File: config.mk
export PLATFORM = sky130hd
export DESIGN_NAME = hbd_ctrl
export DESIGN_NICKNAME = d
export VERILOG_FILES = /design/src/rtl/hbd_pkg.sv /design/src/rtl/hbd_ctrl.sv
export SDC_FILE = /design/constraint.sdc
export NUM_CORES = 1
export LEC_CHECK = 0
export CELL_PAD_IN_SITES_DETAIL_PLACEMENT = 1
export CELL_PAD_IN_SITES_GLOBAL_PLACEMENT = 1
export CORE_AREA = 5 5 42 44
export CTS_BUF_LIST = sky130_fd_sc_hd__clkbuf_2
export CTS_CLUSTER_DIAMETER = 60
export DETAILED_ROUTE_END_ITERATION = 12
export DIE_AREA = 0 0 47 49
export DONT_BUFFER_PORTS = 1
export PLACE_DENSITY_LB_ADDON = 0.1
export SETUP_SLACK_MARGIN = 0.5
export SYNTH_ARGS = -nofsm -noshare
export SYNTH_HDL_FRONTEND = slang
export SYNTH_SLANG_ARGS = --single-unit
File: constraint.sdc
create_clock -name clk -period 2.8 [get_ports clk]
set_clock_uncertainty 0.2 [all_clocks]
set_input_delay 0.7 -clock clk [delete_from_list [all_inputs] [get_ports clk]]
set_output_delay 0.7 -clock clk [all_outputs]
set_load 0.005 [all_outputs]
File: src/rtl/hbd_pkg.sv
// ----------------------------------------------------------------------------
// hbd_pkg
// Shared types, codes and defaults for the Huffman bitstream decoder.
// ----------------------------------------------------------------------------
package hbd_pkg;

  // Default sizes
  localparam int NODE_COUNT_DEF    = 256;
  localparam int SYMBOL_COUNT_DEF  = 128;
  localparam int MAX_CODE_BITS_DEF = 127;

  // Fixed field widths
  localparam int SYM_W    = 7;
  localparam int LEN_W    = 7;
  localparam int CODE_W   = 127;
  localparam int BYTE_W   = 8;
  localparam int BV_W     = 4;
  localparam int ST_W     = 2;
  localparam int SYM_SPAN = 128;   // every value the symbol field can carry

  // Action codes
  localparam logic [1:0] ACT_CLEAR  = 2'd0;
  localparam logic [1:0] ACT_INSERT = 2'd1;
  localparam logic [1:0] ACT_DECODE = 2'd2;

  // Result status codes
  localparam logic [ST_W-1:0] ST_SYMBOL = 2'd0;
  localparam logic [ST_W-1:0] ST_BROKEN = 2'd1;
  localparam logic [ST_W-1:0] ST_FULL   = 2'd2;

  typedef struct packed {
    logic [1:0]        action;
    logic [SYM_W-1:0]  symbol;
    logic [LEN_W-1:0]  code_length;
    logic [63:0]       code_low;
    logic [62:0]       code_high;
    logic [BYTE_W-1:0] payload_byte;
    logic [BV_W-1:0]   bits_valid;
  } in_item_t;

  typedef struct packed {
    logic [SYM_W-1:0] symbol_out;
    logic [ST_W-1:0]  status;
    logic             last;
  } out_item_t;

  // Controller states
  typedef enum logic [2:0] {
    S_INIT,
    S_IDLE,
    S_INS,
    S_DEC_START,
    S_DEC
  } state_t;

  // Where the current node's entry comes from
  typedef enum logic [1:0] {
    SRC_ROOT,
    SRC_MEM,
    SRC_ZERO
  } src_t;

  // Controller to datapath
  typedef struct packed {
    logic load;       // capture the accepted beat
    logic clear;      // cut the tree back to a lone root
    logic dec_sel;    // walk payload bits instead of code bits
    logic ins_step;   // follow an existing child
    logic ins_alloc;  // allocate a missing child and link it
    logic ins_fin;    // store the symbol at the current node
    logic ins_full;   // table full: close the insert with a result
    logic dec_start;  // fetch the saved walk position
    logic dec_leaf;   // emit the leaf just reached
    logic dec_bit;    // walk one payload bit
    logic flush;      // release the held result as last
  } dp_cmd_t;

  // Datapath to controller
  typedef struct packed {
    logic child_zero;
    logic leaf_hit;
    logic full;
    logic bits_left;
    logic hold_v;
    logic out_free;
  } dp_stat_t;

endpackage

File: src/rtl/hbd_ctrl.sv
// ----------------------------------------------------------------------------
// hbd_ctrl
// Sequencer for clear, insert and decode items.
// ----------------------------------------------------------------------------
module hbd_ctrl (
  input  logic              clk,
  input  logic              rst_n,
  input  logic              in_valid,
  output logic              in_ready,
  input  logic [1:0]        in_action,
  input  hbd_pkg::dp_stat_t stat,
  output hbd_pkg::dp_cmd_t  cmd
);
  import hbd_pkg::*;

  state_t state_r;
  state_t state_nxt;
  logic   can_prod;

  // State register
  always_ff @(posedge clk) begin
    if (!rst_n) begin
      state_r <= S_INIT;
    end else begin
      state_r <= state_nxt;
    end
  end

  assign can_prod = !stat.hold_v || stat.out_free;

  // Next state and commands
  always_comb begin
    state_nxt = state_r;
    cmd       = '0;
    in_ready  = 1'b0;
    case (state_r)
      S_INIT: begin
        cmd.clear = 1'b1;
        state_nxt = S_IDLE;
      end
      S_IDLE: begin
        in_ready = 1'b1;
        if (in_valid) begin
          cmd.load = 1'b1;
          case (in_action)
            ACT_CLEAR:  cmd.clear = 1'b1;
            ACT_INSERT: state_nxt = S_INS;
            ACT_DECODE: state_nxt = S_DEC_START;
            default:    state_nxt = S_IDLE;
          endcase
        end
      end
      S_INS: begin
        if (!stat.bits_left) begin
          cmd.ins_fin = 1'b1;
          state_nxt   = S_IDLE;
        end else if (!stat.child_zero) begin
          cmd.ins_step = 1'b1;
        end else if (!stat.full) begin
          cmd.ins_alloc = 1'b1;
        end else if (stat.out_free) begin
          cmd.ins_full = 1'b1;
          state_nxt    = S_IDLE;
        end
      end
      S_DEC_START: begin
        cmd.dec_sel   = 1'b1;
        cmd.dec_start = 1'b1;
        state_nxt     = S_DEC;
      end
      S_DEC: begin
        cmd.dec_sel = 1'b1;
        if (stat.leaf_hit) begin
          // Emit the leaf; walk on only if the next bit adds no result
          if (can_prod) begin
            cmd.dec_leaf = 1'b1;
            cmd.dec_bit  = stat.bits_left && !stat.child_zero;
          end
        end else if (stat.bits_left) begin
          cmd.dec_bit = !stat.child_zero || can_prod;
        end else if (stat.hold_v) begin
          if (stat.out_free) begin
            cmd.flush = 1'b1;
            state_nxt = S_IDLE;
          end
        end else begin
          state_nxt = S_IDLE;
        end
      end
      default: begin
        state_nxt = S_INIT;
      end
    endcase
  end

  // Checks
  a_idle_empty: assert property (@(posedge clk) disable iff (!rst_n)
    (state_r == S_IDLE) |-> !stat.hold_v)
    else $error("held result left behind at end of item");

  a_flush_free: assert property (@(posedge clk) disable iff (!rst_n)
    cmd.flush |-> stat.out_free)
    else $error("flush while output register is busy");

  a_one_result: assert property (@(posedge clk) disable iff (!rst_n)
    (cmd.dec_leaf && cmd.dec_bit) |-> !stat.child_zero)
    else $error("two results in one cycle");

endmodule

==> metrics.txt, run 1 <==
H-tree levels 1; Logic pwr share 33.5%; register area share after synthesis between 10 and 15%; arrival time worst endpoint 1.34 ns; wire length on met3 ~38 um; Buffers on Ports 0; setup slack at placement between 0.4 and 0.5 ns; Remaining DRCs 0; Pwr per Cell Area about 420 nW/um^2; layout cells sized above 1 approximately 22%; GRT Total Usage roughly 11%; Pint about 0.12 mW; Leak 0.193 nW; GP Congestion approximately 0.7; clk slew on worst S/H paths about 0.05 ns; initial antenna violation count 0; max reg flops 3; max_slew headroom 80.4%; Async SR Flop Fraction 0%; Clock Power Share 31.5%; first drt pass iteration count 2; CP Capture Type output port; Cells after Synth about 60; Flop pwr share 35.0%; yosys warns 0; Synth-to-Final Area Change 9.85%; Starting Density between 20 and 30%; Final Max Slew Viols 0; Top reg by flops state_r; Max IR drop VDD between 90 and 100 uV; critical path class in2out; Avg Inst Size Synth 6.87 um^2; final setup margin roughly 0.56 ns; CTS Root Buffer Type clkbuf_2; Post-synth EDFFs 0; first-pass GRT wire length between 1.5 and 2 mm; post-detailed-route count of antenna-violating nets 0; total gr overflow 0; minimum hold slack 0.361 ns; initial detailed-routing violation count 3; Yosys top cell by area dfxtp_1; mean routed wirelength per cell 14.3 um; Die W approximately 47 um; synth top area cells dfxtp_1 (14%), nand2_1 (11%), mux2i_1 (7.2%); biggest regs state_r: 3 flops; ANT cells 0; Cell variety after synth 28; Switching Share a little under two fifths; max cap viols 0; final WL 1.13 mm; Core Box Area 1400 um^2; Worst EP required approximately 1.9 ns; Highest Signal Layer met3; WL met1 about 500 um; vias in the first global route roughly 440; vias around 420; CTS sink count 3; Setup crit start kind input port; Worst Tran Pin Value roughly 0.3 ns; Switch Pwr ~0.073 mW; met2 WL post-DR between 500 and 600 um; largest net degree at the start of global routing 14; unrepaired setup endpoints after global routing false; max frequency ~0.45 GHz; Final nets 77; final setup fails 0; CTS max path bufs 2; Num CTS Buffers 3; share of the synthesized area in the top cell type between 10% and 20%; Final TNS setup 0 ns; register bit total from synthesis 3; Syn Nets 74; clk_lat worst skew 0.20 ns; row cnt 14; vias per cell about 5.3; CTS tree built; Mapped Area around 420 um^2; Die H slightly below 50 um; die footprint ~2300 um^2; io pins 23; fin crit share between 80% and 90%; CP Max Fanout 3; hpwl dp between 800 and 900 um; Hold WC Path Type reg2reg; final hold vios 0; min Tclk post-route ~2.2 ns; Top FF cell, synth dfxtp_1; status finished, final reports clean
layout make-up:
class	count	area (um^2)
repair buffers	1	7.51
inverters	5	18.8
fillers	190	941
well taps	16	20.0
flip-flops and latches	3	62.6
clock buffers	4	20.0
multi-input cells	50	332
kinds of logic (layout without fill, tap and decap cells):
family	after synthesis	after routing	share of synthesized area [%]
and+or+nand+nor	35	35	43.6
DFF	3	3	14.3
buffers and inverters	8	10	9.55
AOI/OAI and AO/OA	9	9	17.0
adders and majority gates	3	3	8.36
muxes	3	3	7.16
what timing repair did:
item	CTS	global route
pin swaps	1	1
buffers inserted	0	0
setup endpoints to repair	2	1
resized for setup	4	1
hold buffers	0	0
per-layer routing:
metal | vias up | GRT usage (%)
met5 | - | 0
met4 | 0 | 4.15
met3 | 0 | 4.43
met2 | 7 | 17.2
met1 | 202 | 12.2
li1 | 210 | -
critical path, cell delays in order:
cell and delay (ns):
nor2b_1 0.13, maj3_2 0.31, nor3b_2 0.20
cells in the mapped netlist, types with 2 or more instances:
cell      count
inv_1         5
mux2i_1       3
a21oi_1       2
nor2_1        6
buf_2         2
nor2b_1       2
ha_1          2
nor3b_1       2
dfxtp_1       3
nand2b_1      3
nor3_1        3
nand2_1      12
worst paths after layout:
path              slack (ns)  cells after the start                 endpoint               startpoint
hold / removal          0.36                      2  state_r[0]$_SDFFE_PN0P_  state_r[0]$_SDFFE_PN0P_
hold reg to reg         0.36                      2  state_r[0]$_SDFFE_PN0P_  state_r[0]$_SDFFE_PN0P_
setup reg to reg        1.24                      4  state_r[1]$_SDFFE_PN0P_  state_r[0]$_SDFFE_PN0P_
setup / recovery        0.56                      3                   cmd[1]                  stat[1]
metrics by stage:
stage | utilization [%] | power, mW | cells | cell area [um^2]
after floorplan | - | 0.122 | 61 | 419
after global placement | 30.4 | 0.134 | 75 | 425
after detailed placement | 30.4 | 0.133 | 75 | 425
after CTS | 32.8 | 0.199 | 79 | 459
after global routing | 32.9 | 0.213 | 79 | 460
final | 32.9 | 0.192 | 79 | 460
power groups by stage:
stage / Combinational (mW) / Sequential [mW] / Clock (mW)
6_report: 0.0644 / 0.0673 / 0.0607
5_1_grt: 0.0740 / 0.0697 / 0.0689
4_1_cts: 0.0660 / 0.0690 / 0.0641
3_5_place_dp: 0.0650 / 0.0681 / 0
3_3_place_gp: 0.0652 / 0.0686 / 0
2_1_floorplan: 0.0697 / 0.0522 / 0
cell usage in the layout, fill, tap and decap left out, types with 3 or more instances in the layout:
cell type and n:
clkbuf_2 4, inv_1 5, mux2i_1 3, nand2_1 12, nand2b_1 3, nor2_1 6, nor3_1 3
No activity file was read; power rests on OpenSTA's default activity.
==> inputs of run 2 (changes only) <==
==> constraint.sdc (replaced) <==
create_clock -name clk -period 2.03 [get_ports clk]
set_clock_uncertainty 0.2 [all_clocks]
set_input_delay 0.5075 -clock clk [delete_from_list [all_inputs] [get_ports clk]]
set_output_delay 0.5075 -clock clk [all_outputs]
set_load 0.005 [all_outputs]
==> metrics.txt, run 2 (synthesized netlist as in run 1, its figures left out) <==
largest net degree at the start of global routing 11; first-pass GRT wire length 2.11 mm; layout cells sized above 1 56.9%; status finished, final reports clean; initial antenna violation count 0; Worst EP required between 1 and 1.5 ns; Crit. path cell count 3; Pint roughly 0.23 mW; critical path buffer and inverter count 1; CP Cell Sequence or3b_4 > buf_4 > nor2_4; unrepaired setup endpoints after global routing true; Worst Hold Depth 2; CP Capture Type output port; GRT Total Usage between 10 and 15%; Num CTS Buffers 3; cell family with most CP delay simple AND/OR/NAND/NOR gates; hold worst-path end state_r[2]$_SDFFE_PN0P_; Clock Power Share around 22%; first drt pass iteration count 2; Switching Share about 36%; post-detailed-route count of antenna-violating nets 0; CTS max path bufs 2; Leak ~0.29 nW; arrival time worst endpoint approximately 1.2 ns; fin crit share between 90 and 100%; Remaining DRCs 0; Synth-to-Final Area Change 68.7%; cell area after layout 707 um^2; commonest non-fill, non-tap cells in the layout nand2_1 (9), buf_4 (7), clkbuf_2 (4); biggest regs state_r: 3 flops; ANT cells 0; final setup fails 0; max cap viols 0; max reg flops 3; setup slack at placement 0.189 ns; mean routed wirelength per cell approximately 14 um; Hold WC Path Type in2reg; critical path class reg2out; die footprint roughly 2300 um^2; R2R Setup Slk ~0.42 ns; final hold vios 0; met2 WL post-DR just under 600 um; Core Box Area ~1400 um^2; Die H between 40 and 50 um; Setup crit start kind register; vias around 460; vias per cell approximately 5.3; CTS Root Buffer Type clkbuf_2; hpwl dp 940 um; Non-Filler Instances 88; CTS sink count 3; Worst Tran Pin Value around 0.26 ns; r2r startpoint state_r[0]$_SDFFE_PN0P_; Final TNS setup 0 ns; H-tree levels 1; max_slew headroom between 80 and 90%; vias in the first global route around 480; hold wc startpoint rst_n; Flop pwr share between 20% and 30%; Final Util 50.4%; final setup margin about 0.13 ns; Final Max Slew Viols 0; min Tclk post-route ~1.9 ns; commonest non-fill, non-tap cell in the layout nand2_1; Final nets 86; initial detailed-routing violation count 3; final WL roughly 1.2 mm; Top reg by flops state_r; Logic pwr share between 50 and 60%; FF-to-FF End state_r[1]$_SDFFE_PN0P_; Hold-fix buffers, CTS 0; DP Cell Count 76; io pins 23; placed cell areas 533 um^2; CP Max Fanout 4; Crit path largest cell delay roughly 0.42 ns; Highest Signal Layer met3; CTS tree built; Buffers on Ports 0; wire length on met3 ~91 um; WL met1 between 500 and 600 um; max frequency between 0.5 and 0.6 GHz; Die W about 47 um; GP Congestion 0.692; total gr overflow 0; Register-to-Register Path Depth 6; row cnt 14; clk_lat worst skew 0.20 ns; slowest cell on the critical path or3b_4; Switch Pwr 0.134 mW; Starting Density between 20% and 30%; clk slew on worst S/H paths approximately 0.050 ns; Pwr per Cell Area between 500 and 600 nW/um^2; Max IR drop VDD roughly 410 uV
## run 2: layout make-up
class	count	area, um^2
Fill cell	162	694
Multi-Input combinational cell	50	472
Timing Repair Buffer	10	86.3
Sequential cell	3	65.1
Inverter	5	43.8
Clock buffer	4	20.0
Tap cell	16	20.0
## run 2: metrics by stage
stage | hold WS [ns] | power (mW)
after global placement | 0.346 | 0.219
final | 0.233 | 0.368
after floorplan | 0.346 | 0.193
after detailed placement | 0.350 | 0.217
after CTS | 0.227 | 0.367
after global routing | 0.229 | 0.400
## run 2: power groups by stage
| stage | registers [mW] | logic, mW | clock network (mW) |
|---|---|---|---|
| after floorplan | 0.0727 | 0.120 | 0 |
| after CTS | 0.0729 | 0.209 | 0.0849 |
| final | 0.0736 | 0.212 | 0.0823 |
| after global placement | 0.0760 | 0.143 | 0 |
| after detailed placement | 0.0746 | 0.142 | 0 |
| after global routing | 0.0742 | 0.230 | 0.0955 |
## run 2: worst max-delay path by stage
stage	to	start	slack [ns]
2_1_floorplan	cmd[1]	stat[1]	0.25
3_3_place_gp	cmd[0]	state_r[2]$_SDFFE_PN0P_	0.20
3_5_place_dp	cmd[0]	state_r[2]$_SDFFE_PN0P_	0.19
4_1_cts	cmd[0]	state_r[2]$_SDFFE_PN0P_	0.13
5_1_grt	cmd[0]	state_r[2]$_SDFFE_PN0P_	0.03
6_report	cmd[2]	state_r[2]$_SDFFE_PN0P_	0.13
## run 2: metal layers
| layer | up-vias | GRT usage [%] |
|---|---|---|
| met1 | 213 | 15.6 |
| met5 | - | 0 |
| li1 | 235 | - |
| met3 | 0 | 3.69 |
| met4 | 0 | 2.76 |
| met2 | 14 | 19.2 |
## run 2: worst reg2reg max path, stage by stage (launching register included)
cell and delay, ns:
dfxtp_2 0.33, buf_6 0.11, buf_6 0.11, and3b_1 0.18, a31oi_2 0.18, o22ai_2 0.14
o41ai_2 0.27
## run 2: repair_timing
| action | 4_1_cts | 5_1_grt |
|---|---|---|
| pin swaps | 4 | 0 |
| resized for setup | 19 | 2 |
| setup buffers | 6 | 2 |
| setup endpoints to repair | 14 | 15 |
==> inputs of run 3 (changes only) <==
--- a/config.mk
+++ b/config.mk
@@ -14,6 +14,8 @@
 export DIE_AREA = 0 0 47 49
 export DONT_BUFFER_PORTS = 1
 export PLACE_DENSITY_LB_ADDON = 0.1
+export RECOVER_POWER = 25
+export REMOVE_ABC_BUFFERS = 1
 export SETUP_SLACK_MARGIN = 0.5
 export SYNTH_ARGS = -nofsm -noshare
 export SYNTH_HDL_FRONTEND = slang
==> metrics.txt, run 3 (synthesized netlist as in run 1, its figures left out) <==
Die H 49 um; Num CTS Buffers 3; arrival time worst endpoint 1.18 ns; mean routed wirelength per cell roughly 15 um; CTS max path bufs 2; first drt pass iteration count 2; Logic pwr share roughly three fifths; commonest non-fill, non-tap cells in the layout buf_4 (11), nand2_1 (10), clkbuf_2 (4); vias in the first global route between 500 and 600; H-tree levels 1; final hold vios 0; Critical Path End cmd[0]; CP Capture Type output port; Switching Share 37.0%; max_slew headroom 81.0%; Synth-to-Final Area Change 60.3%; Switch Pwr roughly 0.14 mW; Setup crit start kind register; io pins 23; Clock Power Share ~22%; post-detailed-route count of antenna-violating nets 0; clk slew on worst S/H paths about 0.040 ns; Tot Pwr roughly 0.38 mW; minimum hold slack 0.240 ns; DP Cell Count 79; vias 483; final setup fails 0; CP Max Fanout 5; first-pass GRT wire length 2.37 mm; Final nets 91; hpwl dp 933 um; vias per cell 5.19; Hold WC Path Type in2reg; GP Congestion roughly 0.68; Final Util 47.9%; Leak approximately 0.28 nW; critical path class reg2out; R2R Setup Slk 0.27 ns; Crit. path cell count 2; Pwr per Cell Area about 560 nW/um^2; CTS Root Buffer Type clkbuf_2; Core Box Area between 1000 and 1500 um^2; Non-Filler Instances 93; max reg flops 3; Remaining DRCs 0; Final Max Slew Viols 0; layout cells sized above 1 51.9%; total gr overflow 0; CTS sink count 3; CP Launch Point state_r[1]$_SDFFE_PN0P_; CP Cell Sequence or3b_4 > nor4_4; Max IR drop VDD between 200 and 250 uV; largest net degree at the start of global routing 11; biggest regs state_r: 3 flops; Register-to-Register Path Depth 7; clk_lat worst skew approximately 0.20 ns; row cnt 14; min Tclk post-route between 1.5 and 2 ns; r2r startpoint state_r[0]$_SDFFE_PN0P_; slowest cell on the critical path or3b_4; FF-to-FF End state_r[0]$_SDFFE_PN0P_; final WL 1.40 mm; CTS tree built; Worst EP required about 1.3 ns; critical path buffer and inverter count 0; Starting Density between 20% and 30%; ANT cells 0; GRT Total Usage between 10 and 15%; unrepaired setup endpoints after global routing true; Die W roughly 47 um; die footprint around 2300 um^2; max cap viols 0; Crit path largest cell delay between 0.4 and 0.5 ns; initial antenna violation count 0; Final TNS setup 0 ns; Pint between 0.2 and 0.25 mW; Flop pwr share around a fifth; max frequency 0.531 GHz; Worst Tran Pin Value about 0.28 ns; status finished, final reports clean; Buffers on Ports 0; initial detailed-routing violation count 1; fin crit share roughly 93%; commonest non-fill, non-tap cell in the layout buf_4; cell family with most CP delay simple AND/OR/NAND/NOR gates; Top reg by flops state_r
-- run 3: cell types whose count changed in the layout (fill, tap and decap cells not counted), sizes merged --
cell	previous run	this run
clkbuf	4	5
buf	10	14
-- run 3: layout make-up --
type,instances,area [um^2]
Sequential cell,3,62.6
Inverter,5,18.8
Tap cell,16,20.0
Timing Repair Buffer,15,120
Fill cell,175,729
Clock buffer,4,20.0
Multi-Input combinational cell,50,430
-- run 3: per-stage QoR --
stage	instance area, um^2	worst slack [ns]
global route	672	0.0617
finish	672	0.146
CTS	634	0.119
global placement	455	0.0771
detailed placement	455	0.0460
floorplan	398	0.118
-- run 3: layer usage --
metal  global-route usage (%)  vias to the layer above  wire [um]
met5                        0                        -          0
li1                         -                      238          -
met1                     16.7                      234        595
met3                     4.80                        0         83
met4                     2.76                        0          0
met2                     22.2                       11        716
-- run 3: worst register-to-register path, stage by stage, from the launching register on --
cell and delay (ns):
dfxtp_2 0.32, buf_6 0.13, buf_6 0.13, and3b_1 0.20
a31oi_1 0.04, o22ai_1 0.24, clkbuf_1 0.20, mux2i_1 0.22
-- run 3: timing repair --
item | CTS | global route
buffers inserted | 7 | 3
setup endpoints to repair | 13 | 15
hold endpoints to repair | 0 | 0
hold buffers | 0 | 0
pin swaps | 7 | 4
gates resized for setup | 25 | 7
-- run 3: worst min path at each step --
stage | startpoint | to | slack [ns] | depth (start not counted)
after detailed placement | state_r[2]$_SDFFE_PN0P_ | state_r[2]$_SDFFE_PN0P_ | 0.42 | 3
after floorplan | state_r[2]$_SDFFE_PN0P_ | state_r[2]$_SDFFE_PN0P_ | 0.34 | 2
after CTS | rst_n | state_r[2]$_SDFFE_PN0P_ | 0.23 | 2
after global routing | rst_n | state_r[2]$_SDFFE_PN0P_ | 0.23 | 2
final | rst_n | state_r[2]$_SDFFE_PN0P_ | 0.24 | 2
after global placement | state_r[2]$_SDFFE_PN0P_ | state_r[1]$_SDFFE_PN0P_ | 0.42 | 2
-- run 3: power groups by stage --
stage          logic, mW  registers (mW)  clock network, mW
6_report           0.222          0.0740             0.0836
5_1_grt            0.242          0.0753             0.0981
4_1_cts            0.206          0.0735             0.0873
3_5_place_dp       0.133          0.0726                  0
3_3_place_gp       0.134          0.0722                  0
2_1_floorplan     0.0748          0.0860                  0
